--- src/hw/rtl/slist_pkg.sv ---
// Shared types and constants for the sorted list insert/remove block.
// No dependencies; imported by slist_cell and sorted_list_insert_remove.
`timescale 1ns / 1ps

package slist_pkg;

	localparam int DEPTH   = 16;
	localparam int CNT_W   = $clog2(DEPTH + 1);
	localparam int VAL_W   = 32;
	localparam int POS_W   = 4;
	localparam int OCNT_W  = 5;
	localparam int STAT_W  = 2;

	typedef enum logic {
		OP_INSERT = 1'b0,
		OP_REMOVE = 1'b1
	} op_t;

	typedef enum logic [STAT_W-1:0] {
		ST_DONE      = 2'd0,
		ST_FULL      = 2'd1,
		ST_NOT_FOUND = 2'd2
	} status_t;

	// per-cell control, built by the top level from the count and position
	typedef struct packed {
		logic ins_en;   // insert word accepted and store not full
		logic rem_en;   // remove word accepted and position in range
		logic valid;    // cell index below count
		logic tail;     // cell index equals count
		logic from_pos; // cell index at or above remove position
		logic at_pos;   // cell index equals remove position
	} cell_ctrl_t;

endpackage

--- src/hw/rtl/slist_cell.sv ---
// One storage cell of the sorted chain: holds a value, compares it with the
// incoming word and shifts toward its neighbors. Depends on slist_pkg.
`timescale 1ns / 1ps

module slist_cell (
	input  logic                              clk,
	input  slist_pkg::cell_ctrl_t             ctrl,
	input  logic signed [slist_pkg::VAL_W-1:0] new_value,
	input  logic signed [slist_pkg::VAL_W-1:0] left_value,
	input  logic                              left_gt,
	input  logic signed [slist_pkg::VAL_W-1:0] right_value,
	output logic signed [slist_pkg::VAL_W-1:0] value,
	output logic                              gt,
	output logic signed [slist_pkg::VAL_W-1:0] pick
);
	import slist_pkg::*;

	logic signed [VAL_W-1:0] value_q;

	// stored value strictly above the new word; monotonic along the chain
	assign gt    = ctrl.valid && (new_value < value_q);
	assign value = value_q;
	assign pick  = ctrl.at_pos ? value_q : '0;

	always_ff @(posedge clk) begin
		if (ctrl.ins_en) begin
			if (left_gt) begin
				value_q <= left_value;
			end else if (gt || ctrl.tail) begin
				value_q <= new_value;
			end
		end else if (ctrl.rem_en && ctrl.valid && ctrl.from_pos) begin
			value_q <= right_value;
		end
	end

endmodule

--- src/hw/rtl/sorted_list_insert_remove.sv ---
// Sorted list with in-order insert and remove by position.
// The result is registered when the input word is accepted and shows in the next cycle.
// Throughput: one word per cycle while out_ready is high; the cell row compares and shifts in parallel.
// A waiting result does not block the next word if out_ready is high.
// Reset clears the count and the output valid; cell contents are left as is.
// Depends on slist_pkg and slist_cell.
`timescale 1ns / 1ps

module sorted_list_insert_remove (
	input  logic                                 clk,
	input  logic                                 arst_n,
	input  logic                                 in_valid,
	output logic                                 in_ready,
	input  logic                                 operation,
	input  logic signed [slist_pkg::VAL_W-1:0]   value,
	input  logic        [slist_pkg::POS_W-1:0]   position,
	output logic                                 out_valid,
	input  logic                                 out_ready,
	output logic        [slist_pkg::STAT_W-1:0]  status,
	output logic        [slist_pkg::OCNT_W-1:0]  count,
	output logic signed [slist_pkg::VAL_W-1:0]   removed_value
);
	import slist_pkg::*;

	logic [CNT_W-1:0]        cnt_q;
	logic                    out_valid_q;
	status_t                 status_q;
	logic [OCNT_W-1:0]       count_q;
	logic signed [VAL_W-1:0] removed_q;

	logic                    accept;
	logic                    full;
	logic                    pos_ok;
	logic                    is_ins;
	logic                    is_rem;
	logic [CNT_W-1:0]        cnt_next;
	status_t                 status_next;
	logic signed [VAL_W-1:0] removed_next;

	cell_ctrl_t              ctrl   [DEPTH];
	logic signed [VAL_W-1:0] cell_v [DEPTH];
	logic                    cell_gt[DEPTH];
	logic signed [VAL_W-1:0] pick   [DEPTH];

	assign in_ready = !out_valid_q || out_ready;
	assign accept   = in_valid && in_ready;
	assign full     = (32'(cnt_q) >= 32'(DEPTH));
	assign pos_ok   = (32'(position) < 32'(cnt_q));
	assign is_ins   = accept && (op_t'(operation) == OP_INSERT) && !full;
	assign is_rem   = accept && (op_t'(operation) == OP_REMOVE) && pos_ok;

	always_comb begin
		for (int i = 0; i < DEPTH; i++) begin
			ctrl[i].ins_en   = is_ins;
			ctrl[i].rem_en   = is_rem;
			ctrl[i].valid    = (CNT_W'(i) < cnt_q);
			ctrl[i].tail     = (CNT_W'(i) == cnt_q);
			ctrl[i].from_pos = (32'(i) >= 32'(position));
			ctrl[i].at_pos   = (32'(i) == 32'(position));
		end
	end

	genvar g;
	generate
		for (g = 0; g < DEPTH; g++) begin : g_cell
			slist_cell u_cell (
				.clk        (clk),
				.ctrl       (ctrl[g]),
				.new_value  (value),
				.left_value ((g == 0) ? '0 : cell_v[(g == 0) ? 0 : g - 1]),
				.left_gt    ((g == 0) ? 1'b0 : cell_gt[(g == 0) ? 0 : g - 1]),
				.right_value(cell_v[(g == DEPTH - 1) ? g : g + 1]),
				.value      (cell_v[g]),
				.gt         (cell_gt[g]),
				.pick       (pick[g])
			);
		end
	endgenerate

	always_comb begin
		removed_next = '0;
		if (is_rem) begin
			for (int i = 0; i < DEPTH; i++) begin
				removed_next = removed_next | pick[i];
			end
		end

		cnt_next = cnt_q;
		if (is_ins) begin
			cnt_next = cnt_q + CNT_W'(1);
		end else if (is_rem) begin
			cnt_next = cnt_q - CNT_W'(1);
		end

		if (op_t'(operation) == OP_INSERT) begin
			status_next = full ? ST_FULL : ST_DONE;
		end else begin
			status_next = pos_ok ? ST_DONE : ST_NOT_FOUND;
		end
	end

	always_ff @(posedge clk or negedge arst_n) begin
		if (!arst_n) begin
			cnt_q       <= '0;
			out_valid_q <= 1'b0;
		end else begin
			if (accept) begin
				cnt_q       <= cnt_next;
				out_valid_q <= 1'b1;
			end else if (out_ready) begin
				out_valid_q <= 1'b0;
			end
		end
	end

	always_ff @(posedge clk) begin
		if (accept) begin
			status_q  <= status_next;
			count_q   <= OCNT_W'(cnt_next);
			removed_q <= removed_next;
		end
	end

	assign out_valid     = out_valid_q;
	assign status        = status_q;
	assign count         = count_q;
	assign removed_value = removed_q;

endmodule
--- config.mk ---
export PLATFORM = sky130hd
export DESIGN_NAME = sorted_list_insert_remove
export DESIGN_NICKNAME = d
export VERILOG_FILES = /design/src/hw/rtl/slist_pkg.sv /design/src/hw/rtl/slist_cell.sv /design/src/hw/rtl/sorted_list_insert_remove.sv
export SDC_FILE = /design/constraint.sdc
export NUM_CORES = 2
export LEC_CHECK = 0
export BUFFER_PORTS_ARGS = -buffer_cell sky130_fd_sc_hd__buf_2
export CAP_MARGIN = 5
export CORE_MARGIN = 2
export CORE_UTILIZATION = 40
export CTS_CLUSTER_SIZE = 28
export DETAILED_ROUTE_END_ITERATION = 10
export SYNTH_ARGS = -nofsm -noshare
export SYNTH_HDL_FRONTEND = slang
export SYNTH_SLANG_ARGS = --single-unit
--- constraint.sdc ---
create_clock -name clk -period 6.4 [get_ports clk]
set_input_delay 0.64 -clock clk [delete_from_list [all_inputs] [get_ports clk]]
set_output_delay 0.64 -clock clk [all_outputs]
set_load 0.02 [all_outputs]
==> results.yml <==
logic_synthesis:
  synth_edf_count: 551
  yosys.area_share.simple_pct: 12.76
  synthXorXnorAreaFrac_pct: 0.1283
  synth.distinct_cells: 69
  synth_top_flop_cell: "edfxtp_1"
  yosys.area.top_type: "edfxtp_1"
  syn_area_um2: 40970
  synth_fa_ha_area_share_pct: 14.45
  synth_nets: 4718
  netlist.area_leader.share_pct: 40.39
  synth_top_family_by_area: "compound AO/OA/AOI/OAI gates"
  syn_area_per_cell_um2: 9.745
  yosysSeqAreaShare_pct: 40.75
  ys_ff_latch: 557
  async_flop_share_pct: 1.077
  synth_compound_area_share_pct: 22.66
  synth_mux_area_share_pct: 1.298
  synth_area_leaders: "edfxtp_1, ha_1, o221ai_1, nand3_1, inv_1"
  synth_cells: 4204
  yosys_warnings: 0
finish:
  nFillCells: 9700
  final_nets: 4633
  syn_to_final_growth_pct: 10.14
  multi_input_area_um2: 21430
  seqCellArea_um2: 16700
  most-common-layout-cells: "edfxtp_1, inv_1, ha_1"
  drive_gt1_share_pct: 8.153
  final_common_cell: "edfxtp_1"
worst_setup_path:
  cp_cell_sequence: "inv_1 > ha_1 > a2111oi_0 > nor4bb_1 > a211oi_1 > a21oi_1 > mux2_4 > nand3b_1 > a21o_2 > buf_4"
  startpoint_type: "flip-flop"
  path_class: "flip-flop to flip-flop"
  cp-end-kind: "flip-flop"
  worst_path_largest_cell_delay_ns: 0.94
  critical_path_required_ns: 6.70
  arrival_ns: 5.40
  worstPathMaxFanout: 65
  reg2reg_to: "g_cell[6].u_cell.value[21]$_DFFE_PP_"
  endpoint: "g_cell[6].u_cell.value[21]$_DFFE_PP_"
  rr_worst_depth: 10
  r2r-start: "g_cell[5].u_cell.value[1]$_DFFE_PP_"
  crit_start: "g_cell[5].u_cell.value[1]$_DFFE_PP_"
  crit_slowest_cell: "a211oi_1"
  regToRegSetupSlack_ns: 1.31
power_and_ir_drop:
  leakagePower_nw: 17.76
  p_per_area_nw_per_um2: 237.2
  p_total_w: 0.01070
  ir_drop_v: 0.0001780
die:
  coreArea_um2: 101700
  die_w_um: 324.0
  chipHeight_um: 324.0
  die-area_um2: 105000
  rows: 117
  pin_count: 82
  initial_core_util_pct: 40.27
run_status:
  status: "finished, final reports clean"
routing:
  vias: 37679
  drtAntennaViolNets: 0
  drc: 0
  wl_per_cell_um: 31.81
  drt_iter0_markers: 5930
  via_per_inst: 6.800
  wirelength_um: 176300
  dr.pass1.iters: 8
global_routing:
  antenna_found_initial: 7
  gr-total-overflow: 0
  grt_pass1_vias: 35355
  grt_start_max_net_pins: 211
  grt_usage_pct: 32.97
  grt_pass1_wl_um: 251700
placement:
  place_hpwl_um: 121500
  portBuffers: 81
  gp_congestion: 1.006
sta:
  rsz0062_at_grt: "no"
  hold_viol: 0
  drv_slew: 0
  setup-violations-final: 0
  fin_crit_ns: 5.093
  finClkSkew_ns: 0.03042
  max_slew_margin_pct: 8.181
  timing.setup.tns_ns: 0
  max_freq_mhz: 196.4
  finalCritPeriodShare_pct: 79.57
  max_slew.worst_pin.slew_ns: 1.377
clock_network:
  ctsLongestPathBuffers: 3
  cts-root-buf: "clkbuf_16"
  cts_tree: "built"
  path_clk_slew_ns: 0.06
  clock_latency_ns: 0.66
  numClockSinks: 557
  cts_max_level: 3
  cts_buffers: 70
min_path:
  hp-class: "primary input to flip-flop"
flow_run:
  cap_viol_max_count: 0
[synth_stat cells, types with 18 or more instances]
library cell / count
nor2_1: 84
a22o_1: 84
a21o_1: 99
edfxtp_1: 551
a31oi_1: 37
a221oi_1: 91
and3_1: 29
o311ai_0: 138
clkbuf_1: 209
a21oi_1: 155
nand2_1: 277
nor3_1: 21
nand3_1: 472
o221ai_1: 280
buf_1: 36
o21ai_0: 111
a22oi_1: 89
nand2b_1: 28
ha_1: 473
o311ai_1: 18
buf_2: 67
nand4_1: 77
mux2_2: 33
a211oi_1: 25
inv_1: 508
[how the worst min path moves through the flow]
stage,from,to,cells past startpoint
after CTS,in_valid,out_valid$_DFFE_PN0P_,2
after global placement,arst_n,out_valid$_DFFE_PN0P_,1
after floorplan,arst_n,cnt_q[0]$_DFFE_PN0P_,0
final,in_valid,out_valid$_DFFE_PN0P_,2
after detailed placement,arst_n,out_valid$_DFFE_PN0P_,1
after global routing,in_valid,out_valid$_DFFE_PN0P_,2
[metrics by stage]
stage | setup slack, ns | std cells | hold slack (ns) | utilization (%) | cell area [um2]
after floorplan | 0.8799 | 4204 | 0.3444 | - | 40970
after global placement | 1.082 | 5413 | 0.4791 | 42.23 | 42970
after detailed placement | 1.043 | 5414 | 0.4810 | 42.24 | 42980
after CTS | 1.471 | 5538 | 0.1924 | 44.34 | 45110
after global routing | 1.227 | 5538 | 0.2316 | 44.34 | 45110
final | 1.307 | 5541 | 0.2133 | 44.35 | 45120
[registers in the layout, indices dropped and copies added, names as in the netlist]
register	flops
g_cell.u_cell.value	512
count	5
cnt_q	5
removed_value	32
status	2
out_valid	1
[metal layers]
layer,track usage (%),share of wire [%],vias to the layer above
met1,42.94,39,18318
met5,0,0.054,-
li1,-,-,16235
met2,50.00,43,2593
met3,8.023,11,523
met4,18.61,6.4,10
[logic make-up after synthesis]
kind of cell,Yosys count
compound gates,1221
xor+xnor,6
fa+ha+maj,473
buf+inv,832
flops,557
mux,49
simple gates,1066
[worst max-delay path: cells and delay by family, from the launching register on]
| family | cells | cell delay, ns |
|---|---|---|
| DFF | 1 | 0.44 |
| AOI/OAI and AO/OA | 4 | 2.24 |
| muxes | 1 | 0.88 |
| adders and majority gates | 1 | 0.24 |
| buffers and inverters | 2 | 0.54 |
| and+or+nand+nor | 2 | 0.34 |
[timing repair]
| item | in CTS | in global routing |
|---|---|---|
| hold endpoints to repair | 6 | 0 |
| hold buffers | 1 | 0 |
| gates resized for setup | 0 | 0 |
| setup buffers | 0 | 0 |
[layout make-up]
type | instances | area share [%]
Antenna cell | 3 | 0.01664
Clock buffer | 88 | 4.126
Clock inverter | 35 | 0.5740
Inverter | 508 | 4.226
Multi-Input combinational cell | 2815 | 47.50
Sequential cell | 557 | 37.00
Tap cell | 1368 | 3.793
Timing Repair Buffer | 167 | 2.759
[where the power goes]
part	leakage, nW	internal [W]	switching, W
sequential	5.11	0.00426	0.000218
combinational	11.6	0.000666	0.00165
clock	1.02	0.00218	0.00173
No activity file was read; power rests on OpenSTA's default activity.
